$ cat src/sv/rci_pkg.sv
// ----------------------------------------------------------------------------
// rci_pkg
// Shared types, step codes and helper functions of the rating curve
// interpolator.
// ----------------------------------------------------------------------------
package rci_pkg;

    localparam int MAX_ROWS = 32;
    localparam int ROW_W    = $clog2(MAX_ROWS);

    localparam logic OP_WRITE = 1'b0;
    localparam logic OP_QUERY = 1'b1;

    localparam logic [1:0] REG_POINTS    = 2'd0;
    localparam logic [1:0] REG_BED_SLOPE = 2'd1;
    localparam logic [1:0] REG_REF_N     = 2'd2;
    localparam logic [1:0] REG_MIN_STAGE = 2'd3;

    localparam logic [1:0] STAT_OK     = 2'd0;
    localparam logic [1:0] STAT_NONPOS = 2'd1;
    localparam logic [1:0] STAT_ZDIV   = 2'd2;

    localparam logic [1:0] COL_STAGE = 2'd0;
    localparam logic [1:0] COL_WIDTH = 2'd1;
    localparam logic [1:0] COL_AREA  = 2'd2;
    localparam logic [1:0] COL_PERIM = 2'd3;

    // sequencer steps
    localparam logic [4:0] ST_IDLE       = 5'd0;
    localparam logic [4:0] ST_PREP       = 5'd1;
    localparam logic [4:0] ST_SLP_GO     = 5'd2;
    localparam logic [4:0] ST_SLP_WAIT   = 5'd3;
    localparam logic [4:0] ST_SQRT_GO    = 5'd4;
    localparam logic [4:0] ST_SQRT_WAIT  = 5'd5;
    localparam logic [4:0] ST_SLP_MUL    = 5'd6;
    localparam logic [4:0] ST_SLP_FIX    = 5'd7;
    localparam logic [4:0] ST_MAN_MUL    = 5'd8;
    localparam logic [4:0] ST_MAN_GO     = 5'd9;
    localparam logic [4:0] ST_MAN_WAIT   = 5'd10;
    localparam logic [4:0] ST_QS         = 5'd11;
    localparam logic [4:0] ST_SRCH_RD    = 5'd12;
    localparam logic [4:0] ST_SRCH_CMP   = 5'd13;
    localparam logic [4:0] ST_LO_RD      = 5'd14;
    localparam logic [4:0] ST_LO_LAT     = 5'd15;
    localparam logic [4:0] ST_HI_LAT     = 5'd16;
    localparam logic [4:0] ST_LERP_MUL   = 5'd17;
    localparam logic [4:0] ST_LERP_GO    = 5'd18;
    localparam logic [4:0] ST_LERP_WAIT  = 5'd19;
    localparam logic [4:0] ST_LERP_FIN   = 5'd20;
    localparam logic [4:0] ST_DEPTH      = 5'd21;
    localparam logic [4:0] ST_CEL        = 5'd22;
    localparam logic [4:0] ST_CEL_WAIT   = 5'd23;
    localparam logic [4:0] ST_DIFF       = 5'd24;
    localparam logic [4:0] ST_DIFF1_WAIT = 5'd25;
    localparam logic [4:0] ST_DIFF2_GO   = 5'd26;
    localparam logic [4:0] ST_DIFF2_WAIT = 5'd27;
    localparam logic [4:0] ST_NEG_RD     = 5'd28;
    localparam logic [4:0] ST_NEG_LAT    = 5'd29;
    localparam logic [4:0] ST_NEG_SET    = 5'd30;
    localparam logic [4:0] ST_FIN        = 5'd31;

    typedef struct packed {
        logic               op;
        logic [4:0]         row;
        logic [30:0]        row_flow;
        logic signed [31:0] row_stage;
        logic [30:0]        row_width;
        logic [30:0]        row_area;
        logic [30:0]        row_perimeter;
        logic signed [31:0] query_flow;
        logic [31:0]        local_slope;
        logic               use_local_slope;
        logic [31:0]        local_manning;
        logic               use_local_manning;
    } in_t;

    typedef struct packed {
        logic signed [31:0] stage_out;
        logic signed [31:0] depth_out;
        logic signed [31:0] width_out;
        logic signed [31:0] area_out;
        logic signed [31:0] perimeter_out;
        logic signed [31:0] celerity_out;
        logic signed [31:0] diffusivity_out;
        logic [1:0]         status;
    } out_t;

    typedef struct packed {
        logic [30:0] flow;
        logic [31:0] stage;
        logic [30:0] width;
        logic [30:0] area;
        logic [30:0] perim;
    } row_t;

    typedef struct packed {
        logic [4:0] step;
        logic [1:0] col;
        logic       take;
        logic       load_out;
    } cmd_t;

    typedef struct packed {
        logic div_done;
        logic sqrt_done;
        logic q_neg;
        logic ls_go;
        logic lm_go;
        logic more;
        logic dq_zero;
        logic da_zero;
        logic diff_div;
        logic t_big;
    } sts_t;

    function automatic logic [31:0] abs32(input logic [31:0] x);
        return x[31] ? (~x + 32'd1) : x;
    endfunction

    function automatic logic [32:0] abs33(input logic [32:0] x);
        return x[32] ? (~x + 33'd1) : x;
    endfunction

    function automatic logic [31:0] sat44(input logic signed [43:0] x);
        if (x > 44'sd2147483647) return 32'h7FFF_FFFF;
        if (x < -44'sd2147483648) return 32'h8000_0000;
        return x[31:0];
    endfunction

    // magnitude plus sign to saturated 32-bit two's complement
    function automatic logic [31:0] ssat(input logic [63:0] m, input logic neg);
        if (neg) return (m >= 64'h8000_0000) ? 32'h8000_0000 : (~m[31:0] + 32'd1);
        return (m >= 64'h7FFF_FFFF) ? 32'h7FFF_FFFF : m[31:0];
    endfunction

endpackage

$ cat src/sv/rci_ctrl.sv
// ----------------------------------------------------------------------------
// rci_ctrl
// Query sequencer: steps the datapath through scaling, search, interpolation
// and the derived terms, and owns both handshakes.
// ----------------------------------------------------------------------------
module rci_ctrl import rci_pkg::*; (
    input  logic aclk,
    input  logic aresetn,
    input  logic s_valid,
    input  logic s_op,
    output logic s_ready,
    output logic m_valid,
    input  logic m_ready,
    input  sts_t sts,
    output cmd_t cmd
);

    logic [4:0] state_reg;
    logic [4:0] state_next;
    logic [1:0] col_reg;
    logic [1:0] col_next;
    logic       m_valid_reg;
    logic       load;

    assign load = (state_reg == ST_FIN) && (!m_valid_reg || m_ready);

    always_comb begin
        state_next = state_reg;
        col_next   = col_reg;
        unique case (state_reg)
            ST_IDLE:      if (s_valid && s_op == OP_QUERY) state_next = ST_PREP;
            ST_PREP:      state_next = sts.q_neg ? ST_NEG_RD :
                                       (sts.ls_go ? ST_SLP_GO : ST_MAN_MUL);
            ST_SLP_GO:    state_next = ST_SLP_WAIT;
            ST_SLP_WAIT:  if (sts.div_done) state_next = ST_SQRT_GO;
            ST_SQRT_GO:   state_next = ST_SQRT_WAIT;
            ST_SQRT_WAIT: if (sts.sqrt_done) state_next = ST_SLP_MUL;
            ST_SLP_MUL:   state_next = ST_SLP_FIX;
            ST_SLP_FIX:   state_next = ST_MAN_MUL;
            ST_MAN_MUL:   state_next = sts.lm_go ? ST_MAN_GO : ST_QS;
            ST_MAN_GO:    state_next = ST_MAN_WAIT;
            ST_MAN_WAIT:  if (sts.div_done) state_next = ST_QS;
            ST_QS:        state_next = ST_SRCH_RD;
            ST_SRCH_RD:   state_next = ST_SRCH_CMP;
            ST_SRCH_CMP:  state_next = sts.more ? ST_SRCH_RD : ST_LO_RD;
            ST_LO_RD:     state_next = ST_LO_LAT;
            ST_LO_LAT:    state_next = ST_HI_LAT;
            ST_HI_LAT: begin
                col_next   = COL_STAGE;
                state_next = ST_LERP_MUL;
            end
            ST_LERP_MUL: begin
                if (!sts.dq_zero) begin
                    state_next = ST_LERP_GO;
                end else if (col_reg == COL_PERIM) begin
                    state_next = ST_DEPTH;
                end else begin
                    col_next = col_reg + 2'd1;
                end
            end
            ST_LERP_GO:   state_next = ST_LERP_WAIT;
            ST_LERP_WAIT: if (sts.div_done) state_next = ST_LERP_FIN;
            ST_LERP_FIN: begin
                if (col_reg == COL_PERIM) begin
                    state_next = ST_DEPTH;
                end else begin
                    col_next   = col_reg + 2'd1;
                    state_next = ST_LERP_MUL;
                end
            end
            ST_DEPTH:      state_next = sts.q_neg ? ST_FIN : ST_CEL;
            ST_CEL:        state_next = sts.da_zero ? ST_DIFF : ST_CEL_WAIT;
            ST_CEL_WAIT:   if (sts.div_done) state_next = ST_DIFF;
            ST_DIFF:       state_next = sts.diff_div ? ST_DIFF1_WAIT : ST_FIN;
            ST_DIFF1_WAIT: if (sts.div_done) state_next = sts.t_big ? ST_FIN : ST_DIFF2_GO;
            ST_DIFF2_GO:   state_next = ST_DIFF2_WAIT;
            ST_DIFF2_WAIT: if (sts.div_done) state_next = ST_FIN;
            ST_NEG_RD:     state_next = ST_NEG_LAT;
            ST_NEG_LAT:    state_next = ST_NEG_SET;
            ST_NEG_SET:    state_next = ST_DEPTH;
            ST_FIN:        if (load) state_next = ST_IDLE;
            default:       state_next = ST_IDLE;
        endcase
    end

    always_ff @(posedge aclk) begin
        if (!aresetn) begin
            state_reg   <= ST_IDLE;
            col_reg     <= COL_STAGE;
            m_valid_reg <= 1'b0;
        end else begin
            state_reg <= state_next;
            col_reg   <= col_next;
            // hold the word until taken, refill from the finished query
            if (load) begin
                m_valid_reg <= 1'b1;
            end else if (m_ready) begin
                m_valid_reg <= 1'b0;
            end
        end
    end

    assign s_ready      = state_reg == ST_IDLE;
    assign m_valid      = m_valid_reg;
    assign cmd.step     = state_reg;
    assign cmd.col      = col_reg;
    assign cmd.take     = s_valid && (state_reg == ST_IDLE);
    assign cmd.load_out = load;

endmodule

$ cat config.mk
export PLATFORM = sky130hd
export DESIGN_NAME = rci_ctrl
export DESIGN_NICKNAME = d
export VERILOG_FILES = /design/src/sv/rci_pkg.sv /design/src/sv/rci_ctrl.sv
export SDC_FILE = /design/constraint.sdc
export NUM_CORES = 1
export LEC_CHECK = 0
export BUFFER_PORTS_ARGS = -buffer_cell sky130_fd_sc_hd__buf_2
export CAP_MARGIN = 20
export CORE_MARGIN = 1
export CORE_UTILIZATION = 54
export DETAILED_ROUTE_END_ITERATION = 7
export PLACE_DENSITY = 0.83
export SYNTH_ARGS = -nofsm -noshare
export SYNTH_HDL_FRONTEND = slang
export SYNTH_SLANG_ARGS = --single-unit
$ cat constraint.sdc
create_clock -name aclk -period 3.1 [get_ports aclk]
set_input_delay 0.155 -clock aclk [delete_from_list [all_inputs] [get_ports aclk]]
set_output_delay 0.155 -clock aclk [all_outputs]
set_load 0.01 [all_outputs]
# Yosys cells after proc, flatten, opt, wreduce, memory -nomap -nowiden
# Index checks and enable logic that the tools add are counted.
# op_classes
shifts	0
n_reduce_logical	10
n_eq_ne	43
mul	0
n_addsub	1
div_mod_pow	0
bitwise_logic	0
muxes	26
n_lt_le_gt_ge	0
# op_table
operator	n
5-bit one-hot mux with 32 select lines	1
5-bit equality test (second input constant)	16
5-bit 2-to-1 mux	12
5-bit by 4-bit equality test with 1-bit output (second input constant)	8
5-bit by 3-bit equality test with 1-bit output (second input constant)	4
2-bit inequality test (second input constant)	9
4-bit 2-to-1 mux	3
5-bit by 2-bit equality test with 1-bit output (second input constant)	2
10-bit AND reduction	1
3-bit 2-to-1 mux	3
2-bit 2-to-1 mux	4
2-bit one-hot mux with 3 select lines	1
5-bit by 1-bit equality test with 1-bit output (second input constant)	1
5-bit zero test	1
1-bit logical AND	3
3-bit inequality test (second input constant)	1
3-bit nonzero test	1
2-bit by 1-bit adder with 2-bit output (second input constant)	1
2-bit equality test (second input constant)	1
1-bit 2-to-1 mux	2
2-bit by 1-bit inequality test with 1-bit output (second input constant)	1
2-bit AND reduction	1
2-bit nonzero test	1
1-bit zero test	1
1-bit logical OR	1
# word_totals
latch_bits	0
input_bits	15
out_inout_bits	11
ff_bits	8
romBits	0
ramBits	0
word_cells	83
n_memories	0

# Logic depth before layout (Yosys ltp)
# logic_depth
depth_word	5
ltp_mapped	8
depth_no_buf	6

# Least setup slack after synthesis
# OpenSTA, ideal clock, no wires.
# synth_timing
path_type	reg-to-reg
startpoint	register state_reg[4]
endpoint	register state_reg[2]
setup_time_ps	75
path_stages_with_launch	7
slack_ps	1330
t_required_ps	3025
period_less_slack_ps	1770
path_buffers	1
arrival_time_ps	1695
path_cell_list	dfxtp_1 buf_4 nor2_2 and4b_1 a311o_1 or4_1 o22ai_1
# synth_between
elab_chain_cells	4
word_cells_on_any_way	45
classes_between	eq/ne (41); mux (1); reduce/logical (3)
# synth_lines
item	line_no	rtl
start, declared	rci_ctrl.sv:18	logic [4:0] state_reg;
start signal, assigned	rci_ctrl.sv:92	state_reg <= state_next;
5-bit equality test	rci_ctrl.sv:25, rci_ctrl.sv:30	
1-bit logical AND	rci_ctrl.sv:25	assign load = (state_reg == ST_FIN) && (!m_valid_reg || m_ready);
2-bit inequality test (no source line)	-	
10-bit AND reduction (no source line)	-	
# Several ways; a longest one is shown, not always the timed one.
# A chain may end at the register's enable or synchronous reset.

# Worst setup path in the final report
# layout_timing
startpoint	register state_reg[2]
endpoint	register state_reg[0]
# The elaborated chain is that of the path after synthesis.

==> results.tsv <==
stage	metric	value	unit
synthesis	syn_avg_cell_area	6.93	sq um
setup_path	crit_chain	nor2b_1 -> a41oi_1 -> o2bb2ai_1 -> a2111oi_0 -> a21oi_1	
worst_hold_path	hp-class	in -> reg	
clocking	clk_pin_slew	0.05	ns
die	die_h	42.4	microns
timing	setup_viol	0	
clocking	ctsResizeCount	0	
global_routing	grt_pass1_wl	3910	microns
clocking	clk-insertion-delay-late	0.25	ns
placed_design	io_buffers	25	
clocking	post_cts_buffers	0	
timing	fin_crit	2.39	ns
setup_path	r2r_slack	0.71	ns
power_and_ir_drop	p_seq_frac	0.300	
synthesis	syn-num-nets	143	
synthesis	synth_top_family_by_area	simple AND/OR/NAND/NOR gates	
setup_path	cp_max_fo	25	
final_layout	nets	163	
timing	timing.final.ws_setup	0.709	ns
power_and_ir_drop	leakage	0.403	nW
setup_path	cp-start-kind	flop	
timing	finalCritPeriodShare	0.771	
die	initial_core_util	0.584	
synthesis	ys_types	44	
synthesis	synthMuxAreaShare	0.0114	
final_layout	stdcell_area	1000	sq um
timing	finalSetupTns	0	ns
placed_design	hpwl	1740	microns
placed_design	post-place-ws	0.804	ns
routing	avgRoutedWirePerCell	14.6	microns
final_layout	n_antenna_cell	0	
synthesis	synth-compound-area-share	0.324	
timing	rsz0062_at_grt	no	
synthesis	synthAdderAreaFrac	0.0142	
power_and_ir_drop	clockPowerShare	0.089	
clocking	root_buffer	clkbuf_4	
synthesis	synth_flop_cell	dfxtp_1	
setup_path	cpPeakStageDelay	0.78	ns
global_routing	grt_remaining_overflow	0	
routing	finalWirelength	2360	microns
timing	hold_violations	0	
die	core	1510	sq um
setup_path	cp.required	3.21	ns
synthesis	yosys.area_share.simple	0.397	
synthesis	async_reset_ff_frac	0	
die	die_w	42.4	microns
routing	vias	1052	
synthesis	yosys_register_bits	8	
outcome	status	finished, final reports clean	
setup_path	worstSetupEndpointType	flop	
timing	slew_headroom	0.508	
final_layout	drive_gt1_frac	0.214	
clocking	cts_buffers	3	
placed_design	post-place-cells	158	
synthesis	synth_area_leaders	dfxtp_1, a21oi_1, nand2b_1	
global_routing	gr-usage-all-layers	0.275	
routing	vias_per_cell	6.53	
synthesis	synth_top_area_share	0.182	
routing	ant_nets	0	
setup_path	critPathSlowestCell	dfxtp_1	
timing	skew	0.00516	ns
clocking	clkSinkCount	8	
clocking	cts.htree.levels	1	
power_and_ir_drop	power_switching	0.473	mW
routing	post-route-drc-count	0	
global_routing	grt_pass1_vias	896	
routing	drt_iter0_markers	55	
power_and_ir_drop	p_int	0.426	mW
final_layout	fin_cells	161	
power_and_ir_drop	pwr-share-comb	0.611	
power_and_ir_drop	p_per_area	900	nW/um^2
timing	finalMaxSlewViolations	0	
synthesis	synth_xor_area_frac	0	
job	maxCapViolations	0	
final_layout	fin_util	0.664	
timing	worst_slew_pin_slew	0.720	ns
clocking	cts_buffer_depth	2	
final_layout	area_growth	13.7	%
final_layout	largest_reg_flops	5	
synthesis	synth-seq-area-share	0.182	
routing	first_pass_iters	4	
synthesis	ys_warn_count	0	
die	dieArea	1790	sq um
setup_path	setup.worst_path.class	reg -> reg	
synthesis	netlist_instances	127	
placed_design	place_congestion	0.894	
global_routing	grt_antenna_before_repair	0	
power_and_ir_drop	swShare	0.526	
die	ios	26	
placed_design	place_area	977	sq um
clocking	holdBufCountCts	0	
synthesis	synth_area_leader_cell	dfxtp_1	
clocking	cts_tree	yes	
die	num_rows	14	
timing	fmax	418	MHz
global_routing	grt_start_max_net_pins	26	
synthesis	synth_edf_count	0	
power_and_ir_drop	irDropWorstVdd	0.593	mV
synthesis	netlist_area	880	sq um
setup_path	cp.arrival	2.50	ns
-- cells by family after synthesis --
family / Yosys count
AOI/OAI and AO/OA: 42
adders and majority gates: 1
buffers and inverters: 13
DFF: 8
muxes: 1
and+or+nand+nor: 62
-- routing by layer --
metal / part of all wire / track usage / vias up / wire length [microns]
li1: - / - / 521 / -
met1: 0.44 / 0.374 / 473 / 1030
met2: 0.48 / 0.446 / 56 / 1130
met3: 0.074 / 0.0690 / 2 / 175
met4: 0.011 / 0.0438 / 0 / 25
met5: 0 / 0 / - / 0
-- placed cells by master (no fill, tap or decap), types with 2 or more instances in the layout --
cell      Yosys  final
buf_2         5     25
a221oi_1      2      2
nor2_1       13     13
nor3_1        6      6
nand2b_1      8      8
dfxtp_1       8      8
and2_1        2      2
inv_1         2      2
nor4_1        3      3
a211oi_1      3      3
a311oi_1      2      2
o221ai_1      3      3
nand3_1       5      5
nand2_1       8      8
o21ai_0       4      4
clkbuf_4      0      3
nor4b_1       2      2
nor2b_1       3      3
o22ai_1       2      2
or3b_1        2      2
a311o_1       2      2
a21oi_1      11     11
a31oi_1       5      5
-- final timing paths --
kind	end	depth (start not counted)	from
min	state_reg[0]	3	aresetn
min reg2reg	col_reg[1]	2	col_reg[1]
max	state_reg[0]	5	state_reg[2]
max reg2reg	state_reg[0]	5	state_reg[2]
-- worst max-delay path, delay by kind of cell (launching register included) --
family          cells  cell delay, ns
compound gates      4            1.24
flops               1            0.78
simple gates        1            0.22
-- power groups by stage --
stage	combinational (mW)	sequential, mW	clock [mW]
CTS	0.543	0.265	0.0821
global route	0.607	0.283	0.0850
detailed placement	0.540	0.266	0
finish	0.550	0.270	0.0799
global placement	0.528	0.265	0
floorplan	0.491	0.176	0
-- stage by stage --
stage | hold WS [ns] | power [mW]
global placement | 0.444 | 0.793
global route | 0.222 | 0.975
finish | 0.196 | 0.899
floorplan | 0.293 | 0.667
CTS | 0.186 | 0.890
detailed placement | 0.443 | 0.806
-- cell type report --
| type | count | area [sq um] |
|---|---|---|
| multi-input cells | 106 | 657 |
| fillers | 149 | 507 |
| flip-flops and latches | 8 | 160 |
| clock buffers | 3 | 22.5 |
| inverters | 2 | 7.51 |
| well taps | 16 | 20.0 |
| repair buffers | 26 | 133 |
-- synth_stat cells (all sizes together) (2+ instances only) --
library cell,instances
a211oi,3
a21oi,11
a221oi,2
a311o,2
a311oi,2
a31oi,5
and2,2
buf,7
clkbuf,4
dfxtp,8
inv,2
nand2,8
nand2b,8
nand3,5
nor2,14
nor2b,4
nor3,6
nor4,3
nor4b,2
o21ai,5
o221ai,3
o22ai,2
or3b,2
(Power assumes the default switching activity.)
